[config.mk]
export PLATFORM = sky130hd
export DESIGN_NAME = sntp_response_timestamp_parser
export DESIGN_NICKNAME = d
export VERILOG_FILES = /design/src/sv/sntp_pkg.sv /design/src/sv/sntp_response_timestamp_parser.sv
export SDC_FILE = /design/constraint.sdc
export NUM_CORES = 1
export LEC_CHECK = 0
export BUFFER_PORTS_ARGS = -buffer_cell sky130_fd_sc_hd__buf_4
export CAP_MARGIN = 40
export CORE_MARGIN = 10
export CORE_UTILIZATION = 65
export DETAILED_ROUTE_END_ITERATION = 12
export PLACE_DENSITY = 0.95
export SETUP_SLACK_MARGIN = 0.5
export SKIP_LAST_GASP = 1
export SLEW_MARGIN = 20
export SYNTH_ARGS = -nofsm -noshare
export SYNTH_HDL_FRONTEND = slang
export SYNTH_SLANG_ARGS = --single-unit
export TNS_END_PERCENT = 5
[constraint.sdc]
create_clock -name clk -period 14.6 [get_ports clk]
set_clock_uncertainty 0.1 [all_clocks]
set_input_delay 2.92 -clock clk [delete_from_list [all_inputs] [get_ports clk]]
set_output_delay 2.92 -clock clk [all_outputs]
set_load 0.01 [all_outputs]
[src/sv/sntp_pkg.sv]
// types and constants of the sntp reply checker
package sntp_pkg;

  typedef struct packed {
    logic [7:0]  payload_byte;
    logic        last_byte;
    logic [31:0] source_address;
    logic [15:0] source_port;
    logic [15:0] rtt_ms;
  } in_beat_t;

  typedef struct packed {
    logic [42:0] time_ms;
    logic [2:0]  status;
  } out_beat_t;

  localparam logic [2:0] STATUS_OK          = 3'd0;
  localparam logic [2:0] STATUS_BAD_SENDER  = 3'd1;
  localparam logic [2:0] STATUS_BAD_PORT    = 3'd2;
  localparam logic [2:0] STATUS_BAD_LENGTH  = 3'd3;
  localparam logic [2:0] STATUS_BAD_MODE    = 3'd4;
  localparam logic [2:0] STATUS_STRATUM_0   = 3'd5;

  localparam logic [31:0] NTP_EPOCH_OFFSET  = 32'd2208988800;
  localparam logic [15:0] NTP_PORT          = 16'd123;
  localparam logic [5:0]  NTP_LENGTH        = 6'd48;
  localparam logic [2:0]  NTP_MODE_SERVER   = 3'd4;
  localparam logic [5:0]  STAMP_FIRST       = 6'd40;
  localparam logic [5:0]  COUNT_MAX         = 6'd63;
  localparam logic [9:0]  MS_PER_SEC        = 10'd1000;

endpackage

[src/sv/sntp_response_timestamp_parser.sv]
// sntp reply checker: validates a udp ntp reply and converts its transmit stamp to unix ms
// One payload byte is taken per cycle while in_ready is high, with no gaps needed; header
// fields and the transmit timestamp are captured as the bytes stream by. The beat marked
// last_byte produces one result: the s1 registers take the checks and the epoch-shifted
// seconds, then the output register takes the two seconds/fraction by 1000 multiplies and
// the final add. Results stall in the output register under backpressure; bytes keep
// being accepted until a second result is waiting behind the stalled one. server_address
// is written through cfg_we/cfg_wdata.
module sntp_response_timestamp_parser (
  input  logic                 clk,
  input  logic                 rst_n,
  input  logic                 cfg_we,
  input  logic [31:0]          cfg_wdata,
  input  logic                 in_valid,
  output logic                 in_ready,
  input  sntp_pkg::in_beat_t   in_data,
  output logic                 out_valid,
  input  logic                 out_ready,
  output sntp_pkg::out_beat_t  out_data
);

  logic [31:0] server_r;
  logic [5:0]  count_r, count_nxt;
  logic [2:0]  mode_r, mode_nxt;
  logic [7:0]  stratum_r, stratum_nxt;
  logic [63:0] stamp_r, stamp_nxt;

  logic        s1_valid_r, s1_valid_nxt;
  logic [2:0]  s1_status_r, status_nxt;
  logic [31:0] s1_secs_r;
  logic [31:0] s1_frac_r;
  logic [14:0] s1_half_r;

  logic        out_valid_r, out_valid_nxt;
  sntp_pkg::out_beat_t out_r;

  logic        accept, last_accept, s1_adv;
  logic [41:0] secs_ms, frac_ms;
  logic [42:0] time_sum;

  assign s1_adv      = s1_valid_r && (!out_valid_r || out_ready);
  assign in_ready    = rst_n && (!s1_valid_r || s1_adv);
  assign accept      = in_valid && in_ready;
  assign last_accept = accept && in_data.last_byte;

  // frame state update for the current beat
  always_comb begin
    count_nxt   = (count_r < sntp_pkg::COUNT_MAX) ? count_r + 6'd1 : count_r;
    mode_nxt    = (count_r == 6'd0) ? in_data.payload_byte[2:0] : mode_r;
    stratum_nxt = (count_r == 6'd1) ? in_data.payload_byte : stratum_r;
    stamp_nxt   = stamp_r;
    if (count_r[5:3] == sntp_pkg::STAMP_FIRST[5:3]) begin
      for (int k = 0; k < 8; k++) begin
        if (count_r[2:0] == 3'(k)) begin
          stamp_nxt[63 - 8*k -: 8] = stamp_r[63 - 8*k -: 8] | in_data.payload_byte;
        end
      end
    end
  end

  // first failing check wins
  always_comb begin
    if (in_data.source_address != server_r) begin
      status_nxt = sntp_pkg::STATUS_BAD_SENDER;
    end else if (in_data.source_port != sntp_pkg::NTP_PORT) begin
      status_nxt = sntp_pkg::STATUS_BAD_PORT;
    end else if (count_nxt != sntp_pkg::NTP_LENGTH) begin
      status_nxt = sntp_pkg::STATUS_BAD_LENGTH;
    end else if (mode_nxt != sntp_pkg::NTP_MODE_SERVER) begin
      status_nxt = sntp_pkg::STATUS_BAD_MODE;
    end else if (stratum_nxt == 8'd0) begin
      status_nxt = sntp_pkg::STATUS_STRATUM_0;
    end else begin
      status_nxt = sntp_pkg::STATUS_OK;
    end
  end

  always_comb begin
    s1_valid_nxt = last_accept ? 1'b1 : (s1_adv ? 1'b0 : s1_valid_r);
    out_valid_nxt = s1_adv ? 1'b1 : (out_ready ? 1'b0 : out_valid_r);
  end

  // result stage arithmetic
  assign secs_ms  = 42'(s1_secs_r) * 42'(sntp_pkg::MS_PER_SEC);
  assign frac_ms  = 42'(s1_frac_r) * 42'(sntp_pkg::MS_PER_SEC);
  assign time_sum = 43'(secs_ms) + 43'(frac_ms[41:32]) + 43'(s1_half_r);

  always_ff @(posedge clk) begin
    if (!rst_n) begin
      server_r    <= '0;
      count_r     <= '0;
      mode_r      <= '0;
      stratum_r   <= '0;
      stamp_r     <= '0;
      s1_valid_r  <= 1'b0;
      out_valid_r <= 1'b0;
    end else begin
      if (cfg_we) begin
        server_r <= cfg_wdata;
      end
      if (accept) begin
        if (in_data.last_byte) begin
          count_r   <= '0;
          mode_r    <= '0;
          stratum_r <= '0;
          stamp_r   <= '0;
        end else begin
          count_r   <= count_nxt;
          mode_r    <= mode_nxt;
          stratum_r <= stratum_nxt;
          stamp_r   <= stamp_nxt;
        end
      end
      s1_valid_r  <= s1_valid_nxt;
      out_valid_r <= out_valid_nxt;
    end
  end

  // payload registers
  always_ff @(posedge clk) begin
    if (last_accept) begin
      s1_status_r <= status_nxt;
      if (status_nxt == sntp_pkg::STATUS_OK) begin
        s1_secs_r <= stamp_nxt[63:32] - sntp_pkg::NTP_EPOCH_OFFSET;
        s1_frac_r <= stamp_nxt[31:0];
        s1_half_r <= in_data.rtt_ms[15:1];
      end else begin
        s1_secs_r <= '0;
        s1_frac_r <= '0;
        s1_half_r <= '0;
      end
    end
    if (s1_adv) begin
      out_r.time_ms <= time_sum;
      out_r.status  <= s1_status_r;
    end
  end

  assign out_valid = out_valid_r;
  assign out_data  = out_r;

endmodule

==> results of run 1 <==
cell type report:
type / instances / area (µm²) / area share
multi-input cells: 1488 / 13800 / 0.573
flip-flops and latches: 243 / 6150 / 0.256
inverters: 364 / 1370 / 0.0570
repair buffers: 164 / 1270 / 0.0529
clock buffers: 41 / 813 / 0.0339
well taps: 442 / 553 / 0.0230
clock inverters: 9 / 92.6 / 0.00386
kinds of logic (layout without fill, tap and decap cells):
kind of cell | Yosys count | in the layout | synth area share
muxes | 34 | 34 | 0.0158
DFF | 243 | 243 | 0.285
xor gates and xnor gates | 130 | 130 | 0.0531
AOI/OAI and AO/OA | 393 | 393 | 0.111
buffers and inverters | 442 | 578 | 0.0786
adders and majority gates | 439 | 439 | 0.339
and+or+nand+nor | 492 | 492 | 0.118
cells in the final DEF, fill, tap and decap left out, types with 22 or more instances in the layout:
cell	count
edfxtp_1	128
xnor2_1	91
ha_1	196
and2_1	22
o21ai_0	34
inv_1	363
nor2b_1	57
nand4_1	22
a21oi_1	203
dfxtp_1	115
nand3_1	24
xor2_1	38
buf_4	161
clkbuf_16	28
mux2i_1	34
nand2_1	63
nor2_1	191
fa_1	243
a21o_1	38
sequential cells by signal, summed over array words and instances (netlist names), 3 cells and up:
name	flops
server_r	32
stamp_r	64
stratum_r	8
count_r	6
s1_half_r	15
s1_status_r	3
s1_secs_r	32
s1_frac_r	32
out_data	46
mode_r	3
worst min path at each step:
stage / slack [ns] / end / start
floorplan: 0.30 / out_data[0]$_DFFE_PP_ / s1_status_r[0]$_DFFE_PP_
global route: 0.34 / out_data[0]$_DFFE_PP_ / s1_status_r[0]$_DFFE_PP_
finish: 0.32 / out_data[1]$_DFFE_PP_ / s1_status_r[1]$_DFFE_PP_
detailed placement: 0.32 / out_data[1]$_DFFE_PP_ / s1_status_r[1]$_DFFE_PP_
CTS: 0.32 / out_data[1]$_DFFE_PP_ / s1_status_r[1]$_DFFE_PP_
global placement: 0.31 / out_data[0]$_DFFE_PP_ / s1_status_r[0]$_DFFE_PP_
worst max-delay path, delay by kind of cell, from the launching register on:
family / cells / cell delay (ns)
flip-flops: 1 / 0.48
AND/OR/NAND/NOR: 5 / 1.42
buffers and inverters: 3 / 0.33
AO/OA/AOI/OAI: 12 / 3.57
adder cells (fa/ha/maj): 7 / 3.18
XOR/XNOR: 1 / 0.22
report_power, final:
group          switching [W]  internal, W
clock               0.000285     0.000405
combinational        0.00200      0.00147
sequential         0.0000304     0.000917
total                0.00232      0.00279
metrics by stage:
step	hold slack [ns]	setup WS, ns	utilization	total power, W
global placement	0.307	5.43	0.706	0.00408
global route	0.337	4.48	0.736	0.00552
finish	0.315	5.03	0.736	0.00511
CTS	0.317	5.19	0.734	0.00505
detailed placement	0.319	5.24	0.707	0.00432
floorplan	0.300	6.75	-	0.00358
routing by layer:
metal | GRT usage | routed length, µm
met1 | 0.291 | 19800
met2 | 0.453 | 26400
met3 | 0.0505 | 3860
met4 | 0.0989 | 1730
met5 | 0 | 0
==> impl_metrics.py, run 1 <==
metrics = {
    "sta": {
        "slew_headroom": 0.402,
        "fin_setup_tns_ns": 0,
        "rsz0062_at_grt": "false",
        "period_share": 0.656,
        "setup_viol": 0,
        "finalHoldViolations": 0,
        "min_period_ns": 9.57,
        "maxSlewViolCount": 0,
        "tightest_slew_ns": 0.896,
        "fmax_mhz": 104,
    },
    "setup_path": {
        "critPathKind": "reg -> reg",
        "critPathRequiredTime_ns": 14.78,
        "worstSetupStartpointType": "register",
        "cpMostUsedCell": "fa_1",
        "reg2regPathDepth": 28,
        "critPathMaxStageDelay_ns": 0.66,
        "endpoint": "out_data[39]$_DFFE_PP_",
        "r2r_slack_ns": 5.03,
        "timing.rr.end": "out_data[39]$_DFFE_PP_",
        "cp-startpoint": "s1_frac_r[4]$_SDFFCE_PP0P_",
        "path_max_fanout": 5,
        "arrival_ns": 9.75,
        "r2r-start": "s1_frac_r[4]$_SDFFCE_PP0P_",
        "crit_path_end_kind": "register",
        "cpMaxStageDelayCell": "o21ai_0",
    },
    "yosys": {
        "synth_edf_count": 128,
        "syn_nets": 2722,
        "synthCells": 2173,
        "netlist_area_mm2": 0.0216,
        "synth_top_area_share": 0.225,
        "ys.flop_type": "edfxtp_1",
        "yosysTopAreaCell": "fa_1",
        "synthTopCellsByArea": "fa_1, edfxtp_1, ha_1",
        "async_flop_share": 0,
        "yosysSeqAreaShare": 0.285,
        "avgSynthCellArea_um2": 9.93,
        "synth.distinct_cells": 85,
        "yosys_warnings": 0,
        "ys_top_cells_by_count": "inv_1, fa_1, a21oi_1",
        "synth.ff_latch_count": 243,
        "yosysMostFrequentCell": "inv_1",
    },
    "cts": {
        "cts_root_buf": "clkbuf_16",
        "numCtsBuffers": 27,
        "clk_latency_ns": 0.55,
        "cts_resized": 0,
        "path_clk_slew_ns": 0.07,
        "ctsLongestPathBuffers": 3,
        "postCtsSetupBuffers": 0,
        "cts_sinks": 243,
        "ctsHoldBuffers": 0,
        "htreeDepth": 1,
        "cts_tree": "done",
    },
    "routing": {
        "wl_um": 51800,
        "dr.pass1.iters": 6,
        "vias_per_cell": 5.93,
        "drt_iter0_drc": 1381,
        "drtAntennaViolNets": 0,
        "wire_per_inst_um": 18.8,
        "drcViolationCount": 0,
        "vias": 16307,
    },
    "floorplanning": {
        "io_pins": 158,
        "rows": 66,
        "coreArea_mm2": 0.0326,
        "die_height_um": 202,
        "die_area_mm2": 0.0409,
        "initial_utilization": 0.662,
        "die_width_um": 202,
    },
    "place": {
        "dpl_cell_area_mm2": 0.0230,
        "dpl.hpwl_um": 39400,
        "numPortBuffers": 156,
        "dp_cells": 2698,
        "gp_congestion": 0.916,
    },
    "pwr": {
        "p_leak_nw": 10.5,
        "power_density_mw_per_mm2": 213,
        "peakVddDrop_uv": 217,
    },
    "grt": {
        "grt_max_degree": 80,
        "track_usage": 0.253,
        "grt_pass1_wl_um": 86300,
        "antenna_found_initial": 0,
        "grt_pass1_vias": 17940,
        "grt_overflow_total": 0,
    },
    "hold_path": {
        "min_path_type": "reg -> reg",
        "min_delay_path_depth": 0,
    },
    "final_layout": {
        "area_delta_synth_final_pct": 11.2,
        "fin_area_mm2": 0.0240,
        "drive_above_1_share": 0.104,
        "num-fill-cells": 2012,
        "n_antenna_cell": 0,
        "nets": 2837,
        "final_cell_count_no_fill": 2751,
    },
    "status": {
        "status": "finished, final reports clean",
    },
    "run": {
        "maxCapViolCount": 0,
    },
}
(Power assumes the default switching activity.)
==> inputs of run 2 (changes only) <==
Settings changed: ABC_AREA from default to 1, CORE_UTILIZATION 65 to 63, PLACE_DENSITY 0.95 to 0.94.
Clock period 14.6 ns to 9.66 ns, I/O delays scaled along.
==> impl_metrics.py, run 2 <==
metrics = {
    "place": {
        "gp_congestion": 0.919,
        "numPortBuffers": 156,
        "dpl.hpwl_um": 48100,
    },
    "routing": {
        "dr.pass1.iters": 9,
        "drtAntennaViolNets": 0,
        "vias_per_cell": 5.79,
        "wl_um": 62100,
        "vias": 20341,
        "wire_per_inst_um": 17.7,
        "drcViolationCount": 0,
        "drt_iter0_drc": 2015,
    },
    "floorplanning": {
        "die_area_mm2": 0.0451,
        "die_width_um": 212,
        "die_height_um": 212,
        "io_pins": 158,
        "coreArea_mm2": 0.0366,
        "initial_utilization": 0.637,
        "rows": 70,
    },
    "setup_path": {
        "crit_path_end_kind": "register",
        "path_max_fanout": 5,
        "r2r_slack_ns": 2.07,
        "reg2regPathDepth": 32,
        "critPathKind": "reg -> reg",
        "worstSetupStartpointType": "register",
        "cpMaxStageDelayCell": "fa_1",
        "arrival_ns": 7.80,
        "cpMostUsedCell": "nand2_1",
        "critPathRequiredTime_ns": 9.87,
        "critPathMaxStageDelay_ns": 0.61,
    },
    "yosys": {
        "synth.ff_latch_count": 243,
        "yosys_warnings": 0,
        "async_flop_share": 0,
        "synth_top_area_share": 0.208,
        "avgSynthCellArea_um2": 8.09,
        "synthTopCellsByArea": "fa_1, edfxtp_1, ha_1",
        "synth.distinct_cells": 47,
        "syn_nets": 3432,
        "yosysMostFrequentCell": "inv_1",
        "ys.flop_type": "edfxtp_1",
        "yosysTopAreaCell": "fa_1",
        "yosysSeqAreaShare": 0.263,
        "netlist_area_mm2": 0.0233,
        "synth_edf_count": 128,
        "ys_top_cells_by_count": "inv_1, nand2_1, nor2_1",
        "synthCells": 2883,
    },
    "pwr": {
        "p_leak_nw": 12.4,
        "power_density_mw_per_mm2": 306,
        "peakVddDrop_uv": 227,
    },
    "cts": {
        "path_clk_slew_ns": 0.06,
        "htreeDepth": 1,
        "cts_sinks": 243,
        "cts_resized": 0,
        "cts_tree": "done",
        "postCtsSetupBuffers": 0,
        "cts_root_buf": "clkbuf_16",
        "ctsHoldBuffers": 0,
        "numCtsBuffers": 26,
        "clk_latency_ns": 0.57,
        "ctsLongestPathBuffers": 3,
    },
    "sta": {
        "maxSlewViolCount": 0,
        "finalHoldViolations": 0,
        "fmax_mhz": 132,
        "slew_headroom": 0.445,
        "setup_viol": 0,
        "fin_setup_tns_ns": 0,
        "rsz0062_at_grt": "false",
        "tightest_slew_ns": 0.832,
        "period_share": 0.785,
        "holdWs_ns": 0.332,
        "min_period_ns": 7.59,
    },
    "grt": {
        "grt_max_degree": 71,
        "antenna_found_initial": 0,
        "track_usage": 0.272,
        "grt_pass1_wl_um": 101000,
        "grt_overflow_total": 0,
        "grt_pass1_vias": 20914,
    },
    "run": {
        "maxCapViolCount": 0,
    },
    "final_layout": {
        "mostFrequentLayoutCell": "inv_1",
        "largest-register": "stamp_r",
        "nets": 3573,
        "area_delta_synth_final_pct": 11.2,
        "drive_above_1_share": 0.0828,
        "utilization": 0.709,
        "largest_register_ffs": 64,
        "final_cell_mix": "inv_1, nand2_1, nor2_1",
        "n_antenna_cell": 0,
    },
    "hold_path": {
        "min_path_type": "reg -> reg",
        "min_delay_path_depth": 0,
    },
    "status": {
        "status": "finished, final reports clean",
    },
}
[run 2: worst paths after layout]
check                              from                     end
max          s1_frac_r[2]$_SDFFCE_PP0P_  out_data[40]$_DFFE_PP_
min            s1_status_r[0]$_DFFE_PP_   out_data[0]$_DFFE_PP_
max reg2reg  s1_frac_r[2]$_SDFFCE_PP0P_  out_data[40]$_DFFE_PP_
min reg2reg    s1_status_r[0]$_DFFE_PP_   out_data[0]$_DFFE_PP_
[run 2: cells by family (layout without fill, tap and decap cells)]
kind of cell | count (synthesis) | in the layout | synth area share
DFF | 243 | 243 | 0.263
AOI/OAI and AO/OA | 375 | 375 | 0.0907
and+or+nand+nor | 1087 | 1087 | 0.193
buffers and inverters | 648 | 809 | 0.105
xor gates and xnor gates | 91 | 91 | 0.0345
adders and majority gates | 439 | 439 | 0.314
[run 2: final cells by class]
cell class,instances,area (µm²)
fillers,2542,10700
clock buffers,34,732
well taps,468,586
clock inverters,14,189
multi-input cells,1992,14800
flip-flops and latches,243,6150
inverters,596,2240
repair buffers,165,1300
[run 2: report_power, final]
part	total (W)	leakage, nW	switching (W)	internal (W)
logic	0.00549	9.98	0.00354	0.00195
registers	0.00140	2.01	0.0000439	0.00135
clock network	0.00107	0.453	0.000445	0.000624
total	0.00795	12.4	0.00403	0.00392
[run 2: layer usage]
metal  global-route usage  vias to the layer above  wire (µm)
li1                     -                     9361          -
met1                0.321                     9602      23600
met2                0.476                     1136      30600
met3               0.0504                      242       5200
met4                0.115                        0       2620
met5                    0                        -          0
[run 2: worst max-delay path, delay by kind of cell (launching register included)]
| kind | cells | cell delay, ns |
|---|---|---|
| compound gates | 7 | 1.31 |
| fa+ha+maj | 7 | 3.13 |
| buf+inv | 4 | 0.24 |
| flops | 1 | 0.50 |
| simple gates | 13 | 1.72 |
| xor+xnor | 1 | 0.32 |
[run 2: metrics by stage]
| stage | std cells | setup slack [ns] | cell area (µm²) | total power [W] |
|---|---|---|---|---|
| floorplan | 2883 | 2.61 | 23300 | 0.00533 |
| global placement | 3458 | 2.50 | 24900 | 0.00630 |
| detailed placement | 3463 | 2.21 | 25000 | 0.00666 |
| CTS | 3511 | 2.20 | 25900 | 0.00780 |
| global route | 3512 | 1.72 | 25900 | 0.00861 |
| finish | 3512 | 2.07 | 25900 | 0.00795 |
